==> config.mk <==
export PLATFORM = sky130hd
export DESIGN_NAME = circular_log_slot_manager_top
export DESIGN_NICKNAME = d
export VERILOG_FILES = /design/src/hdl/clsm_pkg.sv /design/src/hdl/circular_log_slot_manager_top.sv /design/src/hdl/clsm_ctrl.sv /design/src/hdl/clsm_datapath.sv
export SDC_FILE = /design/constraint.sdc
export NUM_CORES = 1
export LEC_CHECK = 0
export ABC_CLOCK_PERIOD_IN_PS = 19400
export BUFFER_PORTS_ARGS = -buffer_cell sky130_fd_sc_hd__clkbuf_2
export CAP_MARGIN = 25
export CORE_AREA = 2 2 208 210
export CTS_CLUSTER_SIZE = 25
export DETAILED_ROUTE_END_ITERATION = 7
export DIE_AREA = 0 0 210 212
export PLACE_DENSITY = 0.83
export SYNTH_ARGS = -nofsm -noshare
export SYNTH_HDL_FRONTEND = slang
export SYNTH_SLANG_ARGS = --single-unit
export TNS_END_PERCENT = 50
==> constraint.sdc <==
create_clock -name clk -period 19.4 [get_ports clk]
set_input_delay 1.94 -clock clk [delete_from_list [all_inputs] [get_ports clk]]
set_output_delay 1.94 -clock clk [all_outputs]
set_load 0.03 [all_outputs]
==> src/hdl/clsm_pkg.sv <==
// shared types and codes of the circular log slot manager
// no dependencies; imported by clsm_ctrl, clsm_datapath and the top level
package clsm_pkg;

    typedef enum logic [1:0] {
        FUNC_APPEND = 2'd0,
        FUNC_READ   = 2'd1,
        FUNC_CLEAR  = 2'd2,
        FUNC_COUNT  = 2'd3
    } func_t;

    localparam int CFG_INDEX_W = 8;

    localparam logic [CFG_INDEX_W-1:0] REG_BASE_ADDR    = 8'd0;
    localparam logic [CFG_INDEX_W-1:0] REG_SLOT_COUNT   = 8'd1;
    localparam logic [CFG_INDEX_W-1:0] REG_HEADER_BYTES = 8'd2;
    localparam logic [CFG_INDEX_W-1:0] REG_LINE_BYTES   = 8'd3;

    localparam logic [31:0] BASE_ADDR_RST    = 32'd0;
    localparam logic [15:0] SLOT_COUNT_RST   = 16'd16;
    localparam logic [15:0] HEADER_BYTES_RST = 16'd64;
    localparam logic [15:0] LINE_BYTES_RST   = 16'd64;

    localparam int S_TDATA_W = 16;
    localparam int S_TUSER_W = 2;
    localparam int M_TDATA_W = 72;
    localparam int M_TUSER_W = 1;

    // controller to datapath
    typedef struct packed {
        logic capture;
        logic calc;
        logic load;
    } clsm_cmd_t;

    // datapath to controller
    typedef struct packed {
        logic out_free;
    } clsm_sts_t;

endpackage

==> src/hdl/circular_log_slot_manager_top.sv <==
// an input transaction passes the calc registers (index update with slot multiply),
// then the address add into the output register, which waits while the output stalls
// no new transaction is taken while one is being computed; the next one is accepted
// as the previous result loads, and a result may wait in the output register
// reset: rst_n asynchronous active low clears ring indices and loads register defaults
// top level of the circular log slot manager; depends on clsm_pkg, clsm_ctrl,
// clsm_datapath
module circular_log_slot_manager_top #(
    parameter int INDEX_WIDTH = 16
) (
    input  logic                             clk,
    input  logic                             rst_n,
    input  logic                             s_tvalid,
    output logic                             s_tready,
    input  logic [clsm_pkg::S_TDATA_W-1:0]   s_tdata,   // age[15:0]
    input  logic [clsm_pkg::S_TUSER_W-1:0]   s_tuser,   // func[1:0]
    output logic                             m_tvalid,
    input  logic                             m_tready,
    output logic [clsm_pkg::M_TDATA_W-1:0]   m_tdata,   // slot_index[15:0], slot_addr[47:16],
                                                        // line_count[63:48], dropped_oldest[64]
    output logic [clsm_pkg::M_TUSER_W-1:0]   m_tuser,   // status[0]
    input  logic                             cfg_valid,
    output logic                             cfg_ready,
    input  logic [clsm_pkg::CFG_INDEX_W-1:0] cfg_index,
    input  logic [31:0]                      cfg_data
);
    import clsm_pkg::*;

    clsm_cmd_t cmd;
    clsm_sts_t sts;

    assign cfg_ready = 1'b1;

    clsm_ctrl u_ctrl (
        .clk      (clk),
        .rst_n    (rst_n),
        .s_tvalid (s_tvalid),
        .s_tready (s_tready),
        .sts      (sts),
        .cmd      (cmd)
    );

    clsm_datapath #(
        .INDEX_WIDTH (INDEX_WIDTH)
    ) u_datapath (
        .clk       (clk),
        .rst_n     (rst_n),
        .cmd       (cmd),
        .sts       (sts),
        .cfg_valid (cfg_valid),
        .cfg_index (cfg_index),
        .cfg_data  (cfg_data),
        .s_tdata   (s_tdata),
        .s_tuser   (s_tuser),
        .m_tvalid  (m_tvalid),
        .m_tready  (m_tready),
        .m_tdata   (m_tdata),
        .m_tuser   (m_tuser)
    );

endmodule

==> src/hdl/clsm_ctrl.sv <==
// controller state machine of the circular log slot manager
// depends on clsm_pkg; drives the datapath through clsm_cmd_t
module clsm_ctrl (
    input  logic               clk,
    input  logic               rst_n,
    input  logic               s_tvalid,
    output logic               s_tready,
    input  clsm_pkg::clsm_sts_t sts,
    output clsm_pkg::clsm_cmd_t cmd
);
    import clsm_pkg::*;

    typedef enum logic [1:0] {
        ST_IDLE,
        ST_CALC,
        ST_DONE
    } state_t;

    state_t state_reg;
    state_t state_next;

    always_comb
    begin
        s_tready    = (state_reg == ST_IDLE) || ((state_reg == ST_DONE) && sts.out_free);
        cmd.capture = s_tvalid && s_tready;
        cmd.calc    = (state_reg == ST_CALC);
        cmd.load    = (state_reg == ST_DONE) && sts.out_free;
        state_next  = state_reg;
        case (state_reg)
            ST_IDLE:
            begin
                if (cmd.capture)
                begin
                    state_next = ST_CALC;
                end
            end
            ST_CALC:
            begin
                state_next = ST_DONE;
            end
            ST_DONE:
            begin
                if (cmd.capture)
                begin
                    state_next = ST_CALC;
                end
                else if (sts.out_free)
                begin
                    state_next = ST_IDLE;
                end
            end
            default:
            begin
                state_next = ST_IDLE;
            end
        endcase
    end

    always_ff @(posedge clk or negedge rst_n)
    begin
        if (!rst_n)
        begin
            state_reg <= ST_IDLE;
        end
        else
        begin
            state_reg <= state_next;
        end
    end

`ifndef NO_ASSERTIONS
    a_capture_then_calc: assert property (@(posedge clk) disable iff (!rst_n)
        cmd.capture |=> cmd.calc)
        else $error("accepted transaction not processed next cycle");

    a_no_accept_in_calc: assert property (@(posedge clk) disable iff (!rst_n)
        !(cmd.calc && s_tready))
        else $error("input accepted while computing");

    a_calc_then_done: assert property (@(posedge clk) disable iff (!rst_n)
        cmd.calc |=> (state_reg == ST_DONE))
        else $error("computed transaction not held for output");
`endif

endmodule

==> src/hdl/clsm_datapath.sv <==
// datapath of the circular log slot manager: config registers, ring indices,
// slot address multiply-add and output register; depends on clsm_pkg
module clsm_datapath #(
    parameter int INDEX_WIDTH = 16
) (
    input  logic                                   clk,
    input  logic                                   rst_n,
    input  clsm_pkg::clsm_cmd_t                    cmd,
    output clsm_pkg::clsm_sts_t                    sts,
    input  logic                                   cfg_valid,
    input  logic [clsm_pkg::CFG_INDEX_W-1:0]       cfg_index,
    input  logic [31:0]                            cfg_data,
    input  logic [clsm_pkg::S_TDATA_W-1:0]         s_tdata,
    input  logic [clsm_pkg::S_TUSER_W-1:0]         s_tuser,
    output logic                                   m_tvalid,
    input  logic                                   m_tready,
    output logic [clsm_pkg::M_TDATA_W-1:0]         m_tdata,
    output logic [clsm_pkg::M_TUSER_W-1:0]         m_tuser
);
    import clsm_pkg::*;

    localparam int IDX_W = (INDEX_WIDTH < 16) ? INDEX_WIDTH : 16;
    localparam int N_W   = IDX_W + 1;
    localparam logic [16:0] CAP = (INDEX_WIDTH >= 16) ? 17'h10000 : (17'd1 << INDEX_WIDTH);

    logic [31:0]      base_addr_reg;
    logic [15:0]      slot_count_reg;
    logic [15:0]      header_bytes_reg;
    logic [15:0]      line_bytes_reg;

    logic [IDX_W-1:0] newest_reg;
    logic [IDX_W-1:0] oldest_reg;
    logic [IDX_W-1:0] newest_next;
    logic [IDX_W-1:0] oldest_next;

    func_t            func_reg;
    logic [15:0]      age_reg;

    logic [IDX_W-1:0] idx_reg;
    logic [IDX_W-1:0] idx_next;
    logic [31:0]      prod_reg;
    logic [31:0]      prod_next;
    logic             status_reg;
    logic             status_next;
    logic             dropped_reg;
    logic             dropped_next;
    logic             addr_en_reg;
    logic             addr_en_next;

    logic             m_tvalid_reg;
    logic             out_status_reg;
    logic [15:0]      out_index_reg;
    logic [31:0]      out_addr_reg;
    logic [15:0]      out_count_reg;
    logic             out_dropped_reg;

    logic [16:0]      n_full;
    logic [N_W-1:0]   n;
    logic [N_W-1:0]   used;
    logic [16:0]      age_ext;
    logic [16:0]      newest_ext;
    logic [16:0]      n_ext;
    logic [16:0]      used_ext;
    logic [16:0]      read_idx;
    logic             full;

    function automatic logic [IDX_W-1:0] next_idx(input logic [IDX_W-1:0] i,
                                                  input logic [N_W-1:0] nn);
        logic [N_W-1:0] inc;
        inc = {1'b0, i} + N_W'(1);
        return (inc >= nn) ? '0 : inc[IDX_W-1:0];
    endfunction

    always_comb
    begin
        if (slot_count_reg < 16'd2)
        begin
            n_full = 17'd2;
        end
        else if ({1'b0, slot_count_reg} > CAP)
        begin
            n_full = CAP;
        end
        else
        begin
            n_full = {1'b0, slot_count_reg};
        end
        n = n_full[N_W-1:0];

        if (newest_reg >= oldest_reg)
        begin
            used = {1'b0, newest_reg} - {1'b0, oldest_reg};
        end
        else
        begin
            used = n - ({1'b0, oldest_reg} - {1'b0, newest_reg});
        end
        full = (used == (n - N_W'(1)));

        age_ext    = {1'b0, age_reg};
        newest_ext = 17'(newest_reg);
        n_ext      = 17'(n);
        used_ext   = 17'(used);
        if (newest_ext >= age_ext)
        begin
            read_idx = newest_ext - age_ext;
        end
        else
        begin
            read_idx = newest_ext + n_ext - age_ext;
        end

        newest_next  = newest_reg;
        oldest_next  = oldest_reg;
        idx_next     = '0;
        status_next  = 1'b0;
        dropped_next = 1'b0;
        addr_en_next = 1'b0;
        case (func_reg)
            FUNC_APPEND:
            begin
                if (full)
                begin
                    oldest_next  = next_idx(oldest_reg, n);
                    dropped_next = 1'b1;
                end
                newest_next  = next_idx(newest_reg, n);
                idx_next     = newest_next;
                addr_en_next = 1'b1;
            end
            FUNC_READ:
            begin
                if ((age_ext >= n_ext) || (age_ext >= used_ext))
                begin
                    status_next = 1'b1;
                end
                else
                begin
                    idx_next     = read_idx[IDX_W-1:0];
                    addr_en_next = 1'b1;
                end
            end
            FUNC_CLEAR:
            begin
                newest_next = '0;
                oldest_next = '0;
            end
            FUNC_COUNT:
            begin
            end
            default:
            begin
            end
        endcase

        prod_next = {16'b0, 16'(idx_next)} * {16'b0, line_bytes_reg};
    end

    // config registers and ring indices
    always_ff @(posedge clk or negedge rst_n)
    begin
        if (!rst_n)
        begin
            base_addr_reg    <= BASE_ADDR_RST;
            slot_count_reg   <= SLOT_COUNT_RST;
            header_bytes_reg <= HEADER_BYTES_RST;
            line_bytes_reg   <= LINE_BYTES_RST;
            newest_reg       <= '0;
            oldest_reg       <= '0;
        end
        else if (cfg_valid)
        begin
            case (cfg_index)
                REG_BASE_ADDR:    base_addr_reg <= cfg_data;
                REG_SLOT_COUNT:
                begin
                    slot_count_reg <= cfg_data[15:0];
                    newest_reg     <= '0;
                    oldest_reg     <= '0;
                end
                REG_HEADER_BYTES: header_bytes_reg <= cfg_data[15:0];
                REG_LINE_BYTES:   line_bytes_reg   <= cfg_data[15:0];
                default:
                begin
                end
            endcase
        end
        else if (cmd.calc)
        begin
            newest_reg <= newest_next;
            oldest_reg <= oldest_next;
        end
    end

    // payload registers
    always_ff @(posedge clk)
    begin
        if (cmd.capture)
        begin
            func_reg <= func_t'(s_tuser[1:0]);
            age_reg  <= s_tdata[15:0];
        end
        if (cmd.calc)
        begin
            idx_reg     <= idx_next;
            prod_reg    <= prod_next;
            status_reg  <= status_next;
            dropped_reg <= dropped_next;
            addr_en_reg <= addr_en_next;
        end
        if (cmd.load)
        begin
            out_status_reg  <= status_reg;
            out_index_reg   <= 16'(idx_reg);
            out_addr_reg    <= addr_en_reg ?
                               (base_addr_reg + {16'b0, header_bytes_reg} + prod_reg) : 32'd0;
            out_count_reg   <= 16'(used);
            out_dropped_reg <= dropped_reg;
        end
    end

    always_ff @(posedge clk or negedge rst_n)
    begin
        if (!rst_n)
        begin
            m_tvalid_reg <= 1'b0;
        end
        else if (cmd.load)
        begin
            m_tvalid_reg <= 1'b1;
        end
        else if (m_tready)
        begin
            m_tvalid_reg <= 1'b0;
        end
    end

    assign sts.out_free = !m_tvalid_reg || m_tready;
    assign m_tvalid     = m_tvalid_reg;
    assign m_tuser      = out_status_reg;
    assign m_tdata      = {7'b0, out_dropped_reg, out_count_reg, out_addr_reg, out_index_reg};

`ifndef NO_ASSERTIONS
    a_indices_in_ring: assert property (@(posedge clk) disable iff (!rst_n)
        ({1'b0, newest_reg} < n) && ({1'b0, oldest_reg} < n))
        else $error("ring index outside slot count");

    a_drop_keeps_full: assert property (@(posedge clk) disable iff (!rst_n)
        (m_tvalid_reg && out_dropped_reg) |-> (out_count_reg == 16'(n - N_W'(1))))
        else $error("dropped oldest line but ring not full");

    a_missing_line_zero: assert property (@(posedge clk) disable iff (!rst_n)
        (m_tvalid_reg && out_status_reg) |->
            ((out_addr_reg == 32'd0) && (out_index_reg == 16'd0) && !out_dropped_reg))
        else $error("missing line result carries a slot");
`endif

endmodule

==> results.cfg <==
[synthesis]
synth.distinct_cells = 90
avgSynthCellArea_um2 = 9.901
synth_warnings = 0
synthCells = 2733
synth_area_mm2 = 0.02706
seq_area_frac_synth_pct = 25.63
synth_compound_area_share_pct = 12.54
synth-xor-area-share_pct = 5.022
synth-simple-area-share_pct = 14.13
synth-async-reset-ratio_pct = 46.00
ys_seq_elements = 250
synth_top_family_by_area = adder cells
ys.flop_type = edfxtp_1
synth_mux_area_share_pct = 3.893
synth_edf_count = 135
synth_fa_ha_area_share_pct = 31.51

[routing]
wirelength_um = 78700
first_iter_violations = 2194
vias = 21270
drcViolationCount = 0
via_per_inst = 6.242
wl_per_cell_um = 23.10
first_pass_iters = 6
antenna_left = 0

[die]
io_pins = 139
die_height_um = 212
start_util_pct = 63.66
fp.dieW_um = 210
fp-row-count = 76
core_region_area_mm2 = 0.04251
die-area_mm2 = 0.04452

[sta]
final_hold_viol_count = 0
drv_slew = 0
layout_worst_path_cycle_share_pct = 71.72
worstMarginPinSlew_ps = 1114
max_freq_mhz = 71.87
period_minus_slack_ps = 13910
tns_ps = 0
max_slew_margin_pct = 25.72
finalSetupViolations = 0
fin_worst_skew_ps = 31.62
fin_ws_ps = 5486
rsz0062_at_grt = false

[cts]
cts_setup_buffers = 0
holdBufCountCts = 0
h-tree-depth = 1
ctsResizeCount = 0
clock_latency_ps = 610
cts-root-buf = clkbuf_16
clk_pin_slew_ps = 60
cts_buffer_depth = 3
cts_sinks = 250
tritoncts = yes
cts_inserted_buffers = 31

[cells_and_area]
areaGrowthSynthToFinish_pct = 8.152
ff_latch_area_mm2 = 0.006935
multi_input_area_mm2 = 0.01821
drive_above_1_share_pct = 11.71
finalNetCount = 3433
fillers = 3172

[power_and_ir_drop]
p_comb_share_pct = 43.7
internal_power_mw = 1.358
p_clk_share_pct = 26.5
switching_share_pct = 40.78
switching_power_mw = 0.9348
power_frac_seq_pct = 29.7
ir_drop_mv = 0.07426
p_per_area_mw_per_mm2 = 78.33
p_leak_nw = 14.47

[global_routing]
grt_max_degree = 67
grt_overflow = 0
first_global_vias = 21900
grt_pass1_wl_um = 123400
track_usage_pct = 36.24
antenna_found_initial = 0

[worst_setup_path]
slowest_stage = o32ai_2
cp_data_arrival_time_ps = 14250
crit_end = u_datapath.prod_reg[30]$_DFFE_PP_
timing.rr.end = u_datapath.prod_reg[30]$_DFFE_PP_
crit_path_end_kind = register
startpoint_type = register
crit_path_max_fanout = 18
timing.rr.start = u_datapath.slot_count_reg[5]$_DFFE_PN0P_
r2r_slack_ps = 5490
max_stage_delay_ps = 990
worstSetupStartpoint = u_datapath.slot_count_reg[5]$_DFFE_PN0P_
crit_type = reg2reg
required_ps = 19740
r2r_cells = 43

[placed_design]
dp_hpwl_um = 62280
io_buffers = 130
pre_cts_slack_ps = 5746
gp_congestion = 1.009

[run_status]
status = complete, no violations

[min_path]
hold_class = reg2reg

[run]
drv_cap = 0
==> metal layers <==
metal	up-vias	track usage, %	wire length (um)
met1	10620	51.62	33930
met4	0	13.23	2934
met5	-	0	0
met3	159	7.976	7446
met2	1000	54.75	34390
li1	9490	-	-
==> synth_stat cells, drive strengths merged, types with 12 or more instances <==
library cell  count  area [um2]
xnor2           110       963.4
nor3             46       230.2
nand2           211       794.5
mux2             82       923.4
nand4            27       168.9
a21o             68       510.5
dfrtp           112        2803
fa              244        4885
o21a             34       255.2
and3             29       181.4
o2111ai          12       105.1
a211oi           20       155.1
edfxtp          135        4054
o21ai            74       374.1
nand3            63       320.3
o211ai           15       117.6
o31ai            17       196.4
nor2             82       307.8
inv             402        1509
a21oi           102       510.5
clkbuf           59       221.5
nor3b            15       112.6
xor2             40       350.3
ha              291        3641
or3              14       87.58
a31oi            15       93.84
buf              35       230.2
nor2b            55       344.1
nand2b           31       193.9
and2            125       782.0
mux2i            13       130.1
o21bai           13       97.59
==> metrics by stage <==
step / cells / hold WS [ps] / power, mW / area, um2 / utilization (%)
after floorplan: 2739 / 400.3 / 1.371 / 27080 / -
after global placement: 3346 / 401.4 / 1.641 / 28180 / 66.29
after detailed placement: 3347 / 408.0 / 1.657 / 28210 / 66.36
after CTS: 3405 / 422.6 / 2.270 / 29260 / 68.83
after global routing: 3406 / 426.3 / 2.401 / 29260 / 68.84
final: 3407 / 420.8 / 2.292 / 29270 / 68.85
==> cells by family after synthesis <==
family                   after synthesis
XOR/XNOR                             152
buffers and inverters                496
multiplexers                          95
flip-flops                           250
adder cells (fa/ha/maj)              535
AND/OR/NAND/NOR                      738
AO/OA/AOI/OAI                        465
other                                  2
==> area by class of cell <==
class	count	share of cell area, %
Tap cell	546	2.334
Clock inverter	16	0.6285
Clock buffer	42	2.967
Sequential cell	250	23.70
Antenna cell	1	0.008551
Inverter	402	5.156
Multi-Input combinational cell	1993	62.22
Timing Repair Buffer	157	2.984
==> power groups by stage <==
| stage | Clock (mW) | Combinational, mW | Sequential (mW) |
|---|---|---|---|
| 6_report | 0.609 | 1.00 | 0.681 |
| 5_1_grt | 0.629 | 1.09 | 0.686 |
| 4_1_cts | 0.614 | 0.977 | 0.679 |
| 3_5_place_dp | 0 | 0.969 | 0.689 |
| 3_3_place_gp | 0 | 0.954 | 0.687 |
| 2_1_floorplan | 0 | 0.674 | 0.697 |
==> critical path, delay by kind of cell, from the launching register on <==
| family | cells | cell delay [ps] |
|---|---|---|
| AOI/OAI and AO/OA | 18 | 6120 |
| xor gates and xnor gates | 2 | 190 |
| adders and majority gates | 10 | 3920 |
| buffers and inverters | 7 | 910 |
| DFF | 1 | 460 |
| muxes | 1 | 310 |
| and+or+nand+nor | 5 | 1690 |
==> layout by cell type, fill, tap and decap left out, drive strengths merged, types with 29 or more instances in the layout <==
master	instances
nor2b	55
inv	405
dfrtp	112
xor2	40
edfxtp	135
o21a	34
nand2	211
fa	244
clkbuf	172
o21ai	74
and3	29
mux2	82
nor2	82
ha	291
xnor2	110
nand2b	31
and2	125
nand3	63
a21oi	102
nor3	46
a21o	68
==> how the worst min path moves through the flow <==
stage,startpoint,end,slack [ps],cells past startpoint
6_report,u_datapath.idx_reg[0]$_DFFE_PP_,u_datapath.out_index_reg[0]$_DFFE_PP_,420,0
4_1_cts,u_datapath.idx_reg[0]$_DFFE_PP_,u_datapath.out_index_reg[0]$_DFFE_PP_,420,0
3_5_place_dp,u_datapath.idx_reg[2]$_DFFE_PP_,u_datapath.out_index_reg[2]$_DFFE_PP_,410,0
2_1_floorplan,u_datapath.status_reg$_SDFFCE_PP0P_,u_datapath.m_tuser$_DFFE_PP_,400,0
3_3_place_gp,u_datapath.idx_reg[0]$_DFFE_PP_,u_datapath.out_index_reg[0]$_DFFE_PP_,400,0
5_1_grt,u_datapath.idx_reg[2]$_DFFE_PP_,u_datapath.out_index_reg[2]$_DFFE_PP_,430,0
(Power assumes the default switching activity.)
